### src/sv/bmpb_pkg.sv
// ----------------------------------------------------------------------------
// Behind-mode blend package
// Register indexes and the control word that travels along the pipeline.
// ----------------------------------------------------------------------------
package bmpb_pkg;

  localparam int CFG_INDEX_BITS = 2;

  localparam logic [CFG_INDEX_BITS-1:0] REG_PREMUL    = 2'd0;
  localparam logic [CFG_INDEX_BITS-1:0] REG_OPACITY   = 2'd1;
  localparam logic [CFG_INDEX_BITS-1:0] REG_MASK_EN   = 2'd2;

  typedef struct packed {
    logic valid;
    logic last;
  } bmpb_ctrl_t;

endpackage

### src/sv/bmpb_lane.sv
// ----------------------------------------------------------------------------
// Un-premultiply lane
// Pipelined restoring divider for round(p*ONE/oa), saturated to ONE, with a
// bypass value selected instead of the quotient.
// ----------------------------------------------------------------------------
module bmpb_lane #(
  parameter int W = 16
) (
  input  logic                clk,
  input  logic                rst_n,
  input  bmpb_pkg::bmpb_ctrl_t ctrl_in,
  input  logic [W-1:0]        p_in,
  input  logic [W-1:0]        oa_in,
  input  logic [W-1:0]        alt_in,
  input  logic                sel_in,
  output bmpb_pkg::bmpb_ctrl_t ctrl_out,
  output logic [W-1:0]        res_out
);

  localparam logic [W-1:0] ONE = {W{1'b1}};

  bmpb_pkg::bmpb_ctrl_t ctrl_r [0:W];
  logic [W-1:0] rem_r [0:W];
  logic [W-1:0] low_r [0:W];
  logic [W-1:0] q_r   [0:W];
  logic [W-1:0] oa_r  [0:W];
  logic [W-1:0] alt_r [0:W];
  logic         sel_r [0:W];
  logic         ovf_r [0:W];

  logic [2*W-1:0] nu;

  always_comb begin
    nu = ({p_in, {W{1'b0}}} - {{W{1'b0}}, p_in}) + {{(W+1){1'b0}}, oa_in[W-1:1]};
  end

  always_ff @(posedge clk) begin
    if (!rst_n) begin
      ctrl_r[0] <= '0;
    end else begin
      ctrl_r[0] <= ctrl_in;
    end
    rem_r[0] <= nu[2*W-1:W];
    low_r[0] <= nu[W-1:0];
    q_r[0]   <= '0;
    oa_r[0]  <= oa_in;
    alt_r[0] <= alt_in;
    sel_r[0] <= sel_in;
    ovf_r[0] <= (nu[2*W-1:W] >= oa_in);
  end

  for (genvar k = 1; k <= W; k++) begin : g_step
    logic [W:0] trial;
    logic [W:0] diff;
    logic       ge;

    always_comb begin
      trial = {rem_r[k-1], low_r[k-1][W-1]};
      diff  = trial - {1'b0, oa_r[k-1]};
      ge    = (trial >= {1'b0, oa_r[k-1]});
    end

    always_ff @(posedge clk) begin
      if (!rst_n) begin
        ctrl_r[k] <= '0;
      end else begin
        ctrl_r[k] <= ctrl_r[k-1];
      end
      rem_r[k] <= ge ? diff[W-1:0] : trial[W-1:0];
      low_r[k] <= {low_r[k-1][W-2:0], 1'b0};
      q_r[k]   <= {q_r[k-1][W-2:0], ge};
      oa_r[k]  <= oa_r[k-1];
      alt_r[k] <= alt_r[k-1];
      sel_r[k] <= sel_r[k-1];
      ovf_r[k] <= ovf_r[k-1];
    end
  end

  assign ctrl_out = ctrl_r[W];
  assign res_out  = sel_r[W] ? alt_r[W] : (ovf_r[W] ? ONE : q_r[W]);

endmodule

### config.mk
export PLATFORM = sky130hd
export DESIGN_NAME = bmpb_lane
export DESIGN_NICKNAME = d
export VERILOG_FILES = /design/src/sv/bmpb_pkg.sv /design/src/sv/bmpb_lane.sv
export SDC_FILE = /design/constraint.sdc
export NUM_CORES = 1
export LEC_CHECK = 0
export BUFFER_PORTS_ARGS = -buffer_cell sky130_fd_sc_hd__buf_2
export CORE_ASPECT_RATIO = 1.5
export CORE_MARGIN = 5
export CORE_UTILIZATION = 50
export DETAILED_ROUTE_END_ITERATION = 10
export MAX_ROUTING_LAYER = met4
export PLACE_DENSITY = 0.67
export SETUP_SLACK_MARGIN = 0.05
export SLEW_MARGIN = 30
export SYNTH_ARGS = -nofsm -noshare
export SYNTH_HDL_FRONTEND = slang
export SYNTH_SLANG_ARGS = --single-unit
### constraint.sdc
create_clock -name clk -period 6.3 [get_ports clk]
set_input_delay 0.315 -clock clk [delete_from_list [all_inputs] [get_ports clk]]
set_output_delay 0.315 -clock clk [all_outputs]
set_load 0.1 [all_outputs]
==> results.yml, run 1 <==
detailed_routing:
  dr.pass1.iters: 5
  drc: 0
  vias_per_cell: 5.04
  wl_per_cell_um: 15.1
  vias: 24737
  drt_wl_total_mm: 74.3
  postRouteAntennaNets: 0
  drtIter0Drc: 844
floorplan:
  die_w_um: 239
  chipHeight_um: 353
  design.core.area_sq_um: 78400
  rows: 126
  start_util_pct: 50.2
  io_pins: 71
  dieArea_sq_um: 84500
synth:
  synthCells: 3618
  ys_warn_count: 0
  yosys-top-cells-area: "dfxtp_1 (57%), ha_1 (9.1%), inv_1 (3.4%)"
  synthTopCellsByCount: "dfxtp_1 (1124), inv_1 (353), ha_1 (287)"
  synth_top_area_cell: "dfxtp_1"
  ys.flop_type: "dfxtp_1"
  synth.distinct_cells: 76
  seq_area_frac_synth_pct: 57.2
  synth_top_area_share_pct: 57.2
  async_flop_share_pct: 0
  syn-cell-area_sq_um: 39300
  yosysMostFrequentCell: "dfxtp_1"
  synth_nets: 3974
  postSynthAreaPerCell_sq_um: 10.9
  synth_edf_count: 0
  ys_seq_elements: 1124
sta:
  grt_setup_unrepaired: "false"
  worst_pin_slew_ns: 1.01
  hold_viol: 0
  fmax_mhz: 225
  setup-violations-final: 0
  fin_crit_ns: 4.44
  min_period_over_period_pct: 70.5
  final_max_slew_viol_count: 0
  setup_tns_ns: 0
  slew-limit-headroom_pct: 31.8
  skew_ns: 0.0298
setup_path:
  rrSetupSlack_ns: 2.97
  crit_fanout: 4
  required_ns: 6.87
  path_buf_inv: 5
  startpoint: "oa_in[1]"
  critical_path_class: "in2reg"
  r2r-start: "oa_r[0][49]"
  r2r_end: "rem_r[0][76]"
  cp_num_cells: 20
  worstSetupEndpoint: "ovf_r[0][0]"
  start_kind: "input pin"
  r2r_cells: 10
  crit_path_end_kind: "register"
  cp_slowest_stage_delay_ns: 0.63
  cpLargestDelayFamily: "buffers and inverters"
  crit_slowest_cell: "dlygate4sd3_1"
  crit_chain: "dlygate4sd3_1, buf_2, inv_1, ha_1, inv_1, fa_1, a211oi_1, o211ai_1, o211ai_1, a31oi_1, nor2_1, nor2_1, nor4b_1, dlygate4sd3_1, xnor2_1, ha_1, nor2b_1, o21ai_0, nand2_1, a21o_1"
  worstPathArrival_ns: 5.01
placed_design:
  gp_congestion: 0.890
  io_buffers: 70
  dp_hpwl_mm: 56.4
global_routing:
  grt_pass1_wl_mm: 122
  track_usage_pct: 18.2
  grt_pass1_vias: 25637
  grt_overflow: 0
  grt_max_degree: 35
  antenna_found_initial: 0
power:
  vdd_drop_max_mv: 0.250
  finalPower_uw: 24400
  p_leak_uw: 0.0202
  power_density_nw_per_um2: 545
clock_tree:
  cts.reportedPaths.clkPinSlew_ns: 0.07
  cts_sinks: 1124
  clock_latency_ns: 0.67
  cts_buffer_depth: 3
  clock-root-buffer: "clkbuf_16"
  htree_levels: 3
  cts_buffers: 99
  post_cts_buffers: 0
  cts_tree: "built"
run_status:
  outcome: "complete, no violations"
layout:
  final_core_util_pct: 57.2
  area_growth_pct: 13.9
  fillCellCount: 6599
  finalNetCount: 4153
  diodes: 0
  layout-drive-gt1-share_pct: 10.3
job:
  maxCapViolCount: 0
min_path:
  hp-class: "in2reg"
==> per-stage QoR <==
| step | std cells | setup slack [ns] | hold WS (ns) | area, sq um |
|---|---|---|---|---|
| after floorplan | 3618 | 2.86 | 0.310 | 39300 |
| after global placement | 4672 | 1.94 | 0.310 | 40800 |
| after detailed placement | 4672 | 1.99 | 0.312 | 40800 |
| after CTS | 4907 | 2.02 | 0.0147 | 44800 |
| after global routing | 4907 | 1.63 | 0.0353 | 44800 |
| final | 4907 | 1.86 | 0.0626 | 44800 |
==> final cells by class <==
type	count	area, sq um	area share, %
Timing Repair Buffer	128	906	2.02
Clock buffer	145	2860	6.39
Tap cell	1024	1280	2.86
Multi-Input combinational cell	2090	15300	34.1
Clock inverter	42	642	1.43
Inverter	354	1330	2.97
Sequential cell	1124	22500	50.2
==> sequential cells by signal (all words and copies together) (netlist names) <==
name,cells
ovf_r,17
ctrl_r,34
low_r,136
sel_r,17
q_r,136
rem_r,256
alt_r,272
oa_r,256
==> cell usage in the layout, fill, tap and decap left out, types with 10 or more instances in the layout <==
| cell | netlist | final |
|---|---|---|
| a211oi_1 | 27 | 27 |
| o31a_1 | 16 | 16 |
| bufinv_16 | 0 | 11 |
| nor4_1 | 16 | 16 |
| nand2b_1 | 29 | 29 |
| mux2_2 | 116 | 116 |
| nor2b_1 | 55 | 55 |
| o21ai_0 | 177 | 176 |
| o21a_1 | 60 | 60 |
| buf_2 | 17 | 70 |
| and3_1 | 12 | 12 |
| nand3_1 | 49 | 49 |
| inv_1 | 353 | 353 |
| clkbuf_1 | 21 | 25 |
| mux2_4 | 10 | 10 |
| clkbuf_8 | 0 | 21 |
| o211ai_1 | 21 | 21 |
| xnor2_1 | 123 | 123 |
| clkbuf_16 | 0 | 99 |
| a31oi_1 | 31 | 31 |
| nor3_1 | 42 | 42 |
| and2_1 | 35 | 35 |
| mux2i_1 | 18 | 18 |
| clkinv_2 | 0 | 15 |
| nor2_1 | 231 | 231 |
| o31ai_1 | 15 | 15 |
| a21oi_1 | 238 | 238 |
| nor3b_1 | 13 | 13 |
| dfxtp_1 | 1124 | 1123 |
| nand4_1 | 29 | 29 |
| dlygate4sd3_1 | 0 | 48 |
| nand2_1 | 159 | 159 |
| o21bai_1 | 19 | 19 |
| ha_1 | 287 | 287 |
| a21o_1 | 69 | 69 |
| fa_1 | 16 | 16 |
| buf_4 | 4 | 10 |
| xor2_1 | 60 | 60 |
==> worst min-delay path by stage <==
| stage | startpoint | end | slack (ns) | cells past startpoint |
|---|---|---|---|---|
| after floorplan | alt_r[0][84] | alt_r[0][100] | 0.31 | 0 |
| after global placement | alt_r[0][0] | alt_r[0][16] | 0.31 | 0 |
| after detailed placement | alt_r[0][93] | alt_r[0][109] | 0.31 | 0 |
| after CTS | p_in[12] | rem_r[0][12] | 0.01 | 3 |
| after global routing | p_in[12] | rem_r[0][12] | 0.04 | 3 |
| final | p_in[12] | rem_r[0][12] | 0.06 | 3 |
==> kinds of logic (layout without fill, tap and decap cells) <==
family                   count (synthesis)  in the layout  share of synthesized area, %
flip-flops                            1124           1124                          57.2
AO/OA/AOI/OAI                          754            754                          12.0
AND/OR/NAND/NOR                        705            705                          8.60
buffers and inverters                  404            669                          4.03
adder cells (fa/ha/maj)                303            303                          9.94
XOR/XNOR                               183            183                          4.08
multiplexers                           145            145                          4.19
==> what timing repair did <==
item | in CTS | in global routing
hold buffers | 48 | 0
resized for setup | 0 | 0
hold endpoints to repair | 47 | 0
==> layer usage <==
metal	vias to the layer above	global-route usage [%]	share of wire, %
li1	12635	-	-
met3	292	2.63	2.9
met2	463	36.2	57
met4	0	11.7	7.0
met1	11347	15.3	33
met5	-	-	0
==> power by group <==
group	total (uW)	switching [uW]	internal [uW]	leakage, uW
Clock	6260	2620	3640	0.00170
Sequential	9400	635	8760	0.00947
Combinational	8750	4740	4010	0.00901
Total	24400	7990	16400	0.0202
==> worst min-delay path: cells and delay by family <==
kind	cells	cell delay [ns]
buffers and inverters	2	0.14
XOR/XNOR	1	0.19
Note: power is estimated with default switching activity, not from simulation.
==> inputs of run 2 (changes only) <==
==> constraint.sdc (replaced) <==
create_clock -name clk -period 4.5 [get_ports clk]
set_input_delay 0.225 -clock clk [delete_from_list [all_inputs] [get_ports clk]]
set_output_delay 0.225 -clock clk [all_outputs]
set_load 0.1 [all_outputs]
==> run 2 against run 1 <==
Combinational power is 42% higher. Via count about the same. Utilization grew 0.37 points. Largest cell class unchanged.
==> results.yml, run 2 (synthesis results as in run 1) <==
layout:
  largest-register: "alt_r"
  area_growth_pct: 14.6
  finalNetCount: 4177
  layout-drive-gt1-share_pct: 10.8
  final_common_cell: "dfxtp_1"
  diodes: 0
  mostFrequentLayoutCells: "dfxtp_1 (1123), inv_1 (353), ha_1 (287), a21oi_1 (238), nor2_1 (231)"
  fillCellCount: 6595
  largestRegisters: "alt_r x272, oa_r x256, rem_r x256"
  largest_register_ffs: 272
setup_path:
  r2r_end: "rem_r[0][246]"
  start_kind: "input pin"
  required_ns: 5.05
  crit_path_end_kind: "register"
  crit_fanout: 6
  critical_path_class: "in2reg"
  r2r-start: "oa_r[0][237]"
  worstPathArrival_ns: 4.78
  rrSetupSlack_ns: 1.04
  r2r_cells: 9
sta:
  hold_viol: 0
  fin_crit_ns: 4.22
  final_max_slew_viol_count: 0
  fin_ws_ns: 0.277
  setup-violations-final: 0
  skew_ns: 0.0312
  min_period_over_period_pct: 93.8
  slew-limit-headroom_pct: 36.4
  fmax_mhz: 237
  grt_setup_unrepaired: "false"
  worst_pin_slew_ns: 0.953
  setup_tns_ns: 0
floorplan:
  die_w_um: 239
  start_util_pct: 50.2
  design.core.area_sq_um: 78400
  chipHeight_um: 353
  rows: 126
  dieArea_sq_um: 84500
  io_pins: 71
power:
  p_leak_uw: 0.0203
  power_density_nw_per_um2: 766
  vdd_drop_max_mv: 0.345
  finalPower_uw: 34500
global_routing:
  antenna_found_initial: 0
  track_usage_pct: 18.5
  grt_overflow: 0
  grt_pass1_wl_mm: 124
  grt_max_degree: 35
  grt_pass1_vias: 25999
detailed_routing:
  vias: 24743
  postRouteAntennaNets: 0
  drc: 0
  dr.pass1.iters: 5
  drtIter0Drc: 969
  vias_per_cell: 5.02
  drt_wl_total_mm: 76.0
  wl_per_cell_um: 15.4
clock_tree:
  cts_buffers: 101
  clock-root-buffer: "clkbuf_16"
  htree_levels: 3
  cts_sinks: 1124
  cts_buffer_depth: 3
  cts.reportedPaths.clkPinSlew_ns: 0.06
  post_cts_buffers: 0
  cts_tree: "built"
  clock_latency_ns: 0.68
min_path:
  hold_end: "rem_r[0][6]"
  hp-class: "in2reg"
  min_path_cells: 5
  hp-start: "p_in[4]"
placed_design:
  io_buffers: 70
  dp_hpwl_mm: 56.9
  post-place-ws_ns: 0.239
  gp_congestion: 0.910
run_status:
  outcome: "complete, no violations"
job:
  maxCapViolCount: 0
==> run 2: changes by cell type in the layout (fill, tap and decap cells not counted), moves of 2 or more <==
cell / before / now
inv_16: 0 / 2
clkbuf_1: 25 / 14
buf_4: 10 / 20
clkinvlp_4: 3 / 10
dlygate4sd3_1: 48 / 60
clkbuf_16: 99 / 102
==> run 2: per-stage QoR <==
step	std cells	hold WS, ns	area (sq um)	utilization (%)
2_1_floorplan	3618	0.253	39300	-
3_3_place_gp	4682	0.309	40900	52.2
3_5_place_dp	4682	0.312	40900	52.2
4_1_cts	4928	0.0366	45100	57.5
5_1_grt	4928	0.124	45100	57.5
6_report	4928	0.0992	45100	57.5
==> run 2: critical path, cell delays in order <==
cell	delay (ns)
dlygate4sd3_1	0.54
buf_2	0.18
ha_1	0.19
inv_1	0.06
fa_1	0.44
a211oi_2	0.28
o211ai_1	0.18
o211ai_1	0.18
a31oi_1	0.12
nor2_1	0.22
nor2_1	0.16
nor4b_1	0.28
dlygate4sd3_1	0.62
xnor2_1	0.16
ha_1	0.26
nor2b_1	0.13
o21ai_1	0.25
nand2_1	0.12
a21o_1	0.17
==> run 2: timing repair <==
item                                    4_1_cts  5_1_grt
hold endpoints to repair                     79        0
hold buffers                                 60        0
endpoints found under the setup margin        0        1
resized for setup                             0        3
==> run 2: worst max-delay path by stage <==
stage            start     endpoint  slack (ns)  depth (start not counted)
2_1_floorplan  p_in[1]  ovf_r[0][0]        1.15                         19
3_3_place_gp   p_in[2]  ovf_r[0][0]        0.22                         18
3_5_place_dp   p_in[2]  ovf_r[0][0]        0.24                         18
4_1_cts        p_in[2]  ovf_r[0][0]        0.18                         18
5_1_grt        p_in[1]  ovf_r[0][0]        0.11                         18
6_report       p_in[0]  ovf_r[0][0]        0.28                         19
==> run 2: routing by layer <==
metal | GRT usage, % | up-vias | share of wire (%)
li1 | - | 12696 | -
met1 | 15.2 | 11385 | 33
met4 | 12.1 | 0 | 7.2
met5 | - | - | 0
met3 | 2.66 | 260 | 2.7
met2 | 37.2 | 402 | 58
==> run 2: area by class of cell <==
type                       count  area (sq um)  share of cell area [%]
sequential                  1124         22500                    49.9
clock buffer                 137          2890                    6.42
multi-input combinational   2090         15300                    33.9
timing repair buffer         150          1100                    2.44
tap                         1024          1280                    2.84
inverter                     354          1330                    2.95
clock inverter                49           688                    1.53
==> run 2: power by group <==
group	internal, uW	switching, uW
clock	5200	3730
sequential	12300	906
combinational	5700	6710
