### src/sv/bmpb_fmul.sv
// ----------------------------------------------------------------------------
// Fraction multiplier
// Two-stage round(a*b/ONE) with ONE = 2^W-1, rounding half up.
// ----------------------------------------------------------------------------
module bmpb_fmul #(
  parameter int W = 16
) (
  input  logic         clk,
  input  logic [W-1:0] a,
  input  logic [W-1:0] b,
  output logic [W-1:0] y
);

  localparam logic [2*W-1:0] HALF = {{(W+1){1'b0}}, {(W-1){1'b1}}};
  localparam logic [2*W:0]   ONE_X = {{(W+1){1'b0}}, {W{1'b1}}};

  logic [2*W-1:0] prod_r;
  logic [W-1:0]   y_r;
  logic [2*W-1:0] x;
  logic [2*W:0]   sum;
  logic [W:0]     q0;
  logic [2*W:0]   q0_one;
  logic [2*W:0]   rem;
  logic [W:0]     q;

  always_comb begin
    x      = prod_r + HALF;
    sum    = {1'b0, x} + {{(W+1){1'b0}}, x[2*W-1:W]};
    q0     = sum[2*W:W];
    q0_one = {q0, {W{1'b0}}} - {{W{1'b0}}, q0};
    rem    = {1'b0, x} - q0_one;
    q      = q0 + {{W{1'b0}}, (rem >= ONE_X)};
  end

  always_ff @(posedge clk) begin
    prod_r <= a * b;
    y_r    <= q[W-1:0];
  end

  assign y = y_r;

endmodule

### config.mk
export PLATFORM = sky130hd
export DESIGN_NAME = bmpb_fmul
export DESIGN_NICKNAME = d
export VERILOG_FILES = /design/src/sv/bmpb_fmul.sv
export SDC_FILE = /design/constraint.sdc
export NUM_CORES = 1
export LEC_CHECK = 0
export ABC_CLOCK_PERIOD_IN_PS = 23200
export BUFFER_PORTS_ARGS = -buffer_cell sky130_fd_sc_hd__buf_2
export CELL_PAD_IN_SITES_DETAIL_PLACEMENT = 1
export CELL_PAD_IN_SITES_GLOBAL_PLACEMENT = 1
export CORE_AREA = 2 2 187 189
export DETAILED_ROUTE_END_ITERATION = 8
export DIE_AREA = 0 0 189 191
export PLACE_DENSITY_LB_ADDON = 0.3
export SETUP_SLACK_MARGIN = 0.5
export SLEW_MARGIN = 20
export SYNTH_ARGS = -nofsm -noshare
export SYNTH_HDL_FRONTEND = slang
export SYNTH_SLANG_ARGS = --single-unit
### constraint.sdc
create_clock -name clk -period 23.2 [get_ports clk]
set_clock_uncertainty 0.2 [all_clocks]
set_input_delay 1.16 -clock clk [delete_from_list [all_inputs] [get_ports clk]]
set_output_delay 1.16 -clock clk [all_outputs]
set_load 0.02 [all_outputs]
==> flow_summary.ini, run 1 <==
[status]
status = complete, no violations

[yosys]
syn_nets = 2047
ys_warn_count = 0
ys_seq_area_share_pct = 7.10
netlist_instances = 1635
ys_types = 70
async_reset_ff_share_pct = 0
syn_area_per_cell_sq_um = 8.28
synth_edf_count = 0
synth-seq-cells = 48
synth_ff_type = dfxtp_1
syn_area_sq_um = 13500

[cts]
cts.sinks = 48
clk_path_buf_depth = 2
h-tree-depth = 2
ctsResizeCount = 0
cts_setup_buffers = 0
root_buffer = clkbuf_16
cts_tree = done
path_clk_slew_ns = 0.07
cts_hold_buf = 0
numCtsBuffers = 5
clock_latency_ns = 0.30

[die]
ios = 49
initial_utilization_pct = 39.7
die_w_um = 189
rows = 68
die_h_um = 191
core_sq_um = 34100
die-area_sq_um = 36100

[drt]
via_count = 11144
drtIter0Drc = 498
drc_errors = 0
wl_per_cell_um = 18.2
routed_wl_um = 38000
drtAntennaViolNets = 0
viasPerCell = 5.33
dr.pass1.iters = 5

[setup_path]
cp_slowest_cell = nor4_2
worstPathRequired_ns = 23.18
cp.arrival_ns = 9.62
crit_type = reg2reg
cp-startpoint = prod_r[0]$_DFF_P_
crit_top_cell = ha_1
critPathMaxStageDelay_ns = 0.81
reg2reg_from = prod_r[0]$_DFF_P_
endpoint_kind = flip-flop
cp-start-kind = flip-flop
path_max_fanout = 11

[global_route]
grt_pass1_vias = 12079
grt_pass1_wl_um = 62600
grt.overflow.total = 0
globalRouteTotalUtil_pct = 21.5
antenna_found_initial = 0
grt_max_degree = 17

[place]
place_hpwl_um = 32300
routabilityCongestion = 0.853
io_buffers = 48

[sta]
finalHoldViolCount = 0
relSlewSlack_pct = 31.1
setup_viol = 0
post-route-min-period_ns = 9.64
drv_slew = 0
finalCritPeriodShare_pct = 41.6
tightest_slew_ns = 1.02
fmax_mhz = 104
rsz0062_at_grt = no
fin_tns_setup_ns = 0

[layout]
fin_nets = 2046
num_antenna_cells = 0
drive_above_1_share_pct = 4.59
area_growth_pct = 5.59

[hold_path]
min_from = prod_r[31]$_DFF_P_
hold_path_class = reg2reg

[flow_run]
maxCapViolCount = 0
## metrics by stage
stage | setup slack [ns] | hold WS, ns | utilization (%) | instances | instance area, sq um
2_1_floorplan | 15.57 | 0.606 | - | 1635 | 13500
3_3_place_gp | 14.16 | 0.767 | 41.4 | 2082 | 14100
3_5_place_dp | 13.79 | 0.802 | 41.4 | 2082 | 14100
4_1_cts | 13.71 | 0.804 | 41.9 | 2090 | 14300
5_1_grt | 12.82 | 0.860 | 41.9 | 2090 | 14300
6_report | 13.56 | 0.801 | 41.9 | 2090 | 14300
## routing by layer
layer  vias to the layer above  GRT usage (%)  routed length [um]
li1                       5296              -                   -
met1                      5627           29.1               17800
met2                       176           38.0               18600
met3                        45           1.23                 840
met4                         0           4.39                 752
met5                         -              0                   0
## worst max-delay path: cells and delay by family, from the launching register on
kind,cells,cell delay (ns)
buffers and inverters,4,0.36
DFF,1,0.34
and+or+nand+nor,15,4.39
AOI/OAI and AO/OA,7,1.68
xor gates and xnor gates,2,0.49
adders and majority gates,7,2.06
## state kept, by name, indices dropped and copies added, names as in the netlist
| register | cells |
|---|---|
| y | 16 |
| prod_r | 32 |
## path summary, 6_finish.rpt
check	endpoint	slack [ns]	depth (start not counted)
worst max-delay path	y[6]$_DFF_P_	13.56	35
worst min-delay path	y[15]$_DFF_P_	0.80	3
worst max register to register	y[6]$_DFF_P_	13.56	35
worst min register to register	y[15]$_DFF_P_	0.80	3
## logic make-up after synthesis
kind of cell             Yosys count  synth area share, %
buffers and inverters            351                 9.79
AO/OA/AOI/OAI                    236                 11.5
XOR/XNOR                          93                 6.02
multiplexers                       3                0.231
flip-flops                        48                 7.10
AND/OR/NAND/NOR                  525                 19.6
adder cells (fa/ha/maj)          379                 45.8
## cells in the mapped netlist (all sizes together), types with 2 or more instances
library cell    n  share of area, %
a31o            4              0.26
and2          109               5.0
a31oi           9              0.42
o31ai           6              0.33
nor3b           4              0.26
ha            185                17
nor2           55               1.5
xor2           21               1.4
nor2b           9              0.42
a32oi           2              0.13
a22oi           5              0.28
mux2i           2              0.15
a221oi          2              0.13
and4            4              0.26
or4             7              0.44
nand4          24               1.2
o21ai          46               1.7
buf             5              0.19
dfxtp          48               7.1
a211oi         19               1.1
or3b            2              0.13
o2111ai         3              0.19
a21boi          3              0.17
or3             2             0.092
or2             3              0.14
nand3b          2              0.11
xnor2          72               4.7
o21bai          9              0.50
nand2         206               5.7
o21a           12              0.67
nor3           34               1.3
a21oi          58               2.1
a22o            2              0.13
o211ai          6              0.33
nand2b         12              0.55
inv           295               8.2
o41ai           2              0.13
o2111a          2              0.17
nor4           10              0.67
a21o           29               1.6
and3           10              0.46
nand3          28               1.0
fa            194                29
a2111oi         6              0.43
clkbuf         51               1.4
## layout make-up
| class | count | area (sq um) |
|---|---|---|
| repair buffers | 48 | 240 |
| multi-input cells | 1236 | 11200 |
| clock buffers | 6 | 129 |
| clock inverters | 2 | 35.0 |
| inverters | 295 | 1110 |
| fillers | 4143 | 19800 |
| well taps | 455 | 569 |
| flip-flops and latches | 48 | 961 |
## layout by cell type, fill, tap and decap left out, types with 4 or more instances in the layout
cell type and count:
a2111oi_0 5, a211oi_1 19, a21o_1 29, a21oi_1 58, a22oi_1 5, a31o_2 4
a31oi_1 9, and2_1 109, and3_1 10, and4_1 4, buf_2 48, clkbuf_16 5
dfxtp_1 48, fa_1 194, ha_1 185, inv_1 295, nand2_1 206, nand2b_1 12
nand3_1 28, nand4_1 23, nor2_1 54, nor2b_1 9, nor3_1 34, nor4_1 7
o211ai_1 6, o21a_1 12, o21ai_0 46, o21bai_1 9, o31ai_1 6, or4_1 5
xnor2_1 72, xor2_1 21
Power of run 1 is not shown: default switching activity piles up to over one toggle a cycle in this logic, so the estimate is an artifact.
==> run 2: changes to the inputs <==
--- a/config.mk
+++ b/config.mk
@@ -5,13 +5,14 @@
 export SDC_FILE = /design/constraint.sdc
 export NUM_CORES = 1
 export LEC_CHECK = 0
-export ABC_CLOCK_PERIOD_IN_PS = 23200
+export ABC_AREA = 1
+export ABC_CLOCK_PERIOD_IN_PS = 10100
 export BUFFER_PORTS_ARGS = -buffer_cell sky130_fd_sc_hd__buf_2
 export CELL_PAD_IN_SITES_DETAIL_PLACEMENT = 1
 export CELL_PAD_IN_SITES_GLOBAL_PLACEMENT = 1
-export CORE_AREA = 2 2 187 189
+export CORE_AREA = 2 2 193 195
 export DETAILED_ROUTE_END_ITERATION = 8
-export DIE_AREA = 0 0 189 191
+export DIE_AREA = 0 0 195 197
 export PLACE_DENSITY_LB_ADDON = 0.3
 export SETUP_SLACK_MARGIN = 0.5
 export SLEW_MARGIN = 20
==> constraint.sdc (replaced) <==
create_clock -name clk -period 10.1 [get_ports clk]
set_clock_uncertainty 0.2 [all_clocks]
set_input_delay 0.505 -clock clk [delete_from_list [all_inputs] [get_ports clk]]
set_output_delay 0.505 -clock clk [all_outputs]
set_load 0.02 [all_outputs]
==> flow_summary.ini, run 2 <==
[die]
die-area_sq_um = 38400
ios = 49
initial_utilization_pct = 39.7
die_h_um = 197
rows = 70
core_sq_um = 36300
die_w_um = 195

[setup_path]
reg2reg_slack_ns = 2.41
worstPathRequired_ns = 10.15
cp-startpoint = prod_r[0]$_DFF_P_
crit_type = reg2reg
cp.arrival_ns = 7.75
critPathMaxStageDelay_ns = 0.48
reg2reg_from = prod_r[0]$_DFF_P_
endpoint_kind = flip-flop
ff2ff_path_depth = 44
path_max_fanout = 5
r2r_end = y[14]$_DFF_P_
cp-start-kind = flip-flop
cp_slowest_cell = xor2_1
crit_top_cell = nand2_1

[yosys]
yosysTopAreaCellShare_pct = 27.0
synth_commonest_cells = 532 x nand2_1, 495 x inv_1, 194 x fa_1
async_reset_ff_share_pct = 0
netlist_top_cells_area = fa_1 27%, ha_1 16%, nand2_1 14%
syn_area_sq_um = 14400
synth_edf_count = 0
synth_top_family_by_area = adder cells
synthSimpleGateAreaFrac_pct = 24.1
ys_types = 39
netlist_instances = 2049
synth_mux_area_share_pct = 0
synth_most_common_cell = nand2_1
syn_area_per_cell_sq_um = 7.03
yosysTopAreaCell = fa_1
synth_compound_area_share_pct = 5.80
ys_seq_area_share_pct = 6.67
ys_warn_count = 0
synth-xor-area-share_pct = 5.66
synth-adder-area-share_pct = 43.0
synth-seq-cells = 48
syn_nets = 2461
synth_ff_type = dfxtp_1

[layout]
final_common_cell = nand2_1
drive_above_1_share_pct = 4.80
mostFrequentLayoutCells = 532 x nand2_1, 495 x inv_1, 194 x fa_1
regMostFlops = prod_r
instances_no_fill = 2509
largest_register_ffs = 32
area_growth_pct = 5.25
fin_nets = 2451

[sta]
tightest_slew_ns = 0.602
fin_tns_setup_ns = 0
finalHoldViolCount = 0
relSlewSlack_pct = 59.6
rsz0062_at_grt = no
finalCritPeriodShare_pct = 76.2
fmax_mhz = 130
fin_ws_ns = 2.41
drv_slew = 0
hold_slack_ns = 0.415
post-route-min-period_ns = 7.69
setup_viol = 0

[hold_path]
hold_end = prod_r[0]$_DFF_P_
hold_path_class = in2reg
hold_depth = 3
min_from = b[0]

[cts]
cts_tree = done
cts_setup_buffers = 0
ctsResizeCount = 0
numCtsBuffers = 5
path_clk_slew_ns = 0.08
cts_hold_buf = 0
clock_latency_ns = 0.32
cts.sinks = 48
h-tree-depth = 2
root_buffer = clkbuf_16
clk_path_buf_depth = 2

[drt]
viasPerCell = 5.10
wl_per_cell_um = 17.5
drc_errors = 0
drtIter0Drc = 492
drtAntennaViolNets = 0
via_count = 12791
routed_wl_um = 43900
dr.pass1.iters = 5

[global_route]
grt_pass1_vias = 14213
antenna_found_initial = 1
grt_pass1_wl_um = 72900
grt.overflow.total = 0
globalRouteTotalUtil_pct = 23.9
grt_max_degree = 17

[place]
routabilityCongestion = 0.922
io_buffers = 48
dp_cells = 2500
place_hpwl_um = 38100
place_ws_ns = 2.46

[flow_run]
maxCapViolCount = 0

[status]
status = complete, no violations
==> run 2: changes by cell type in the layout (fill, tap and decap cells not counted), moves of 12 or more <==
cell      change
xnor2_1      -52
a21o_1       -20
and2_1      -105
nand3_1      +45
nor2_1       +55
xor2_1       +42
inv_1       +200
a211oi_1     -19
a21oi_1      +27
nand2_1     +326
nand2b_1     -12
==> run 2: area by class of cell <==
| cell class | count | area, sq um |
|---|---|---|
| Antenna cell | 1 | 2.50 |
| Sequential cell | 48 | 961 |
| Fill cell | 4712 | 21100 |
| Clock inverter | 3 | 46.3 |
| Multi-Input combinational cell | 1437 | 11300 |
| Timing Repair Buffer | 48 | 240 |
| Tap cell | 468 | 586 |
| Inverter | 499 | 1870 |
| Clock buffer | 5 | 125 |
==> run 2: layer usage <==
layer / GRT usage (%) / share of wire, % / vias up
li1: - / - / 6117
met1: 27.5 / 42 / 6371
met2: 46.2 / 53 / 213
met3: 1.92 / 2.4 / 90
met4: 8.71 / 3.4 / 0
met5: 0 / 0 / -
==> run 2: how the worst max path moves through the flow <==
stage	endpoint	slack, ns	depth (start not counted)
after floorplan	y[14]$_DFF_P_	3.93	43
after global routing	y[14]$_DFF_P_	1.81	42
after detailed placement	y[14]$_DFF_P_	2.46	41
after CTS	y[14]$_DFF_P_	2.44	41
after global placement	y[14]$_DFF_P_	2.65	41
final	y[14]$_DFF_P_	2.41	44
==> run 2: critical path, delay by kind of cell, from the launching register on <==
family          cells  cell delay [ns]
buf+inv             5             0.49
compound gates      7             1.12
xor+xnor            2             0.65
flops               1             0.32
simple gates       23             2.80
fa+ha+maj           7             2.05
==> run 2: logic make-up after synthesis <==
kind of cell,after synthesis
AOI/OAI and AO/OA,155
and+or+nand+nor,816
adders and majority gates,379
DFF,48
xor gates and xnor gates,87
buffers and inverters,564
==> run 2: per-stage QoR <==
step	cell area, sq um	utilization [%]
global placement	15000	41.3
global route	15200	41.8
floorplan	14400	-
CTS	15200	41.8
detailed placement	15000	41.3
finish	15200	41.8
Power of run 2 is left out for the same reason.
==> run 3: changes to the inputs <==
--- a/config.mk
+++ b/config.mk
@@ -6,7 +6,7 @@
 export NUM_CORES = 1
 export LEC_CHECK = 0
 export ABC_AREA = 1
-export ABC_CLOCK_PERIOD_IN_PS = 10100
+export ABC_CLOCK_PERIOD_IN_PS = 6550
 export BUFFER_PORTS_ARGS = -buffer_cell sky130_fd_sc_hd__buf_2
 export CELL_PAD_IN_SITES_DETAIL_PLACEMENT = 1
 export CELL_PAD_IN_SITES_GLOBAL_PLACEMENT = 1
==> constraint.sdc (replaced) <==
create_clock -name clk -period 6.55 [get_ports clk]
set_clock_uncertainty 0.2 [all_clocks]
set_input_delay 0.3275 -clock clk [delete_from_list [all_inputs] [get_ports clk]]
set_output_delay 0.3275 -clock clk [all_outputs]
set_load 0.02 [all_outputs]
==> flow_summary.ini, run 3 (synthesized netlist as in run 2, its figures left out) <==
[flow_run]
maxCapViolCount = 0

[cts]
numCtsBuffers = 5
clock_latency_ns = 0.32
root_buffer = clkbuf_16
clk_path_buf_depth = 2
cts.sinks = 48
path_clk_slew_ns = 0.10
cts_tree = done
cts_hold_buf = 0
h-tree-depth = 2

[drt]
dr.pass1.iters = 5
via_count = 14073
drtAntennaViolNets = 0
wl_per_cell_um = 19.6
drtIter0Drc = 561
drc_errors = 0
routed_wl_um = 53300
viasPerCell = 5.19

[setup_path]
cp_slowest_cell = ha_1
critPathMaxStageDelay_ns = 0.36
cp-start-kind = flip-flop
endpoint_kind = flip-flop
reg2reg_slack_ns = -0.04
crit_type = reg2reg
worstPathRequired_ns = 6.61
cp.arrival_ns = 6.65
path_max_fanout = 4

[global_route]
grt_pass1_wl_um = 80900
grt.overflow.total = 0
antenna_found_initial = 0
globalRouteTotalUtil_pct = 26.8
grt_pass1_vias = 16006
grt_max_degree = 17

[sta]
post-route-min-period_ns = 6.59
finalCritPeriodShare_pct = 101
rsz0062_at_grt = yes
fin_ws_ns = -0.0445
setup_viol = 3
relSlewSlack_pct = 56.3
drv_slew = 0
finalHoldViolCount = 0
tightest_slew_ns = 0.651
fmax_mhz = 152

[die]
rows = 70
ios = 49
die_w_um = 195
die_h_um = 197
die-area_sq_um = 38400
initial_utilization_pct = 39.7
core_sq_um = 36300

[place]
io_buffers = 48
placed_area_sq_um = 16200
dp_cells = 2663
place_hpwl_um = 40900
routabilityCongestion = 0.901

[layout]
mostFrequentLayoutCells = 457 x nand2_1, 449 x inv_1, 194 x fa_1
instances_no_fill = 2712
fin_nets = 2655
regMostFlops = prod_r
largest_register_ffs = 32
area_growth_pct = 29.5
drive_above_1_share_pct = 28.3
num_antenna_cells = 0
finish.instance_area_sq_um = 18700
final_common_cell = nand2_1

[hold_path]
hold_path_class = in2reg

[status]
status = complete, but fails checks
violations = setup timing
## run 3: cell count changes in the layout (fill, tap and decap cells not counted), sizes merged
cell,delta
bufinv,+1
clkbuf,+4
buf,+200
diode,-1
clkinvlp,-1
## run 3: path summary, 6_finish.rpt
kind,cells past startpoint,start,to
setup / recovery,41,prod_r[1]$_DFF_P_,y[15]$_DFF_P_
hold / removal,3,b[0],prod_r[0]$_DFF_P_
setup reg to reg,41,prod_r[1]$_DFF_P_,y[15]$_DFF_P_
hold reg to reg,6,prod_r[28]$_DFF_P_,y[12]$_DFF_P_
## run 3: cell type report
type	instances	area (sq um)
Timing Repair Buffer	252	1850
Inverter	499	1900
Tap cell	468	586
Fill cell	4498	17600
Multi-Input combinational cell	1437	13100
Sequential cell	48	985
Clock buffer	5	125
Clock inverter	3	68.8
## run 3: per-stage QoR
stage          hold slack, ns  setup slack (ns)  util (%)  TNS, ns
6_report                0.295           -0.0445      51.4   -0.114
5_1_grt                 0.327            -0.434      51.4    -3.71
4_1_cts                 0.287             0.285      48.6        0
3_5_place_dp            0.545            -0.389      44.7    -2.71
3_3_place_gp            0.546            -0.135      44.7   -0.445
2_1_floorplan           0.415             0.502         -        0
## run 3: timing repair
| item | 4_1_cts | 5_1_grt |
|---|---|---|
| resized for setup | 251 | 204 |
| endpoints found under the setup margin | 16 | 19 |
| pin swaps | 71 | 99 |
| buffers inserted | 23 | 18 |
## run 3: layer usage
layer  vias to the layer above  GRT usage, %  wire length (um)
li1                       6518             -                 -
met4                         0          14.4              2970
met5                         -             0                 0
met3                       162          1.73              1360
met2                       322          52.4             29000
met1                      7071          28.6             19900
## run 3: critical path: cells and delay by family (launching register included)
| family | cells | cell delay [ns] |
|---|---|---|
| buf+inv | 7 | 0.69 |
| fa+ha+maj | 5 | 1.14 |
| xor+xnor | 3 | 0.57 |
| flops | 1 | 0.33 |
| compound gates | 7 | 1.20 |
| simple gates | 19 | 2.35 |
Power of run 3 is left out for the same reason.
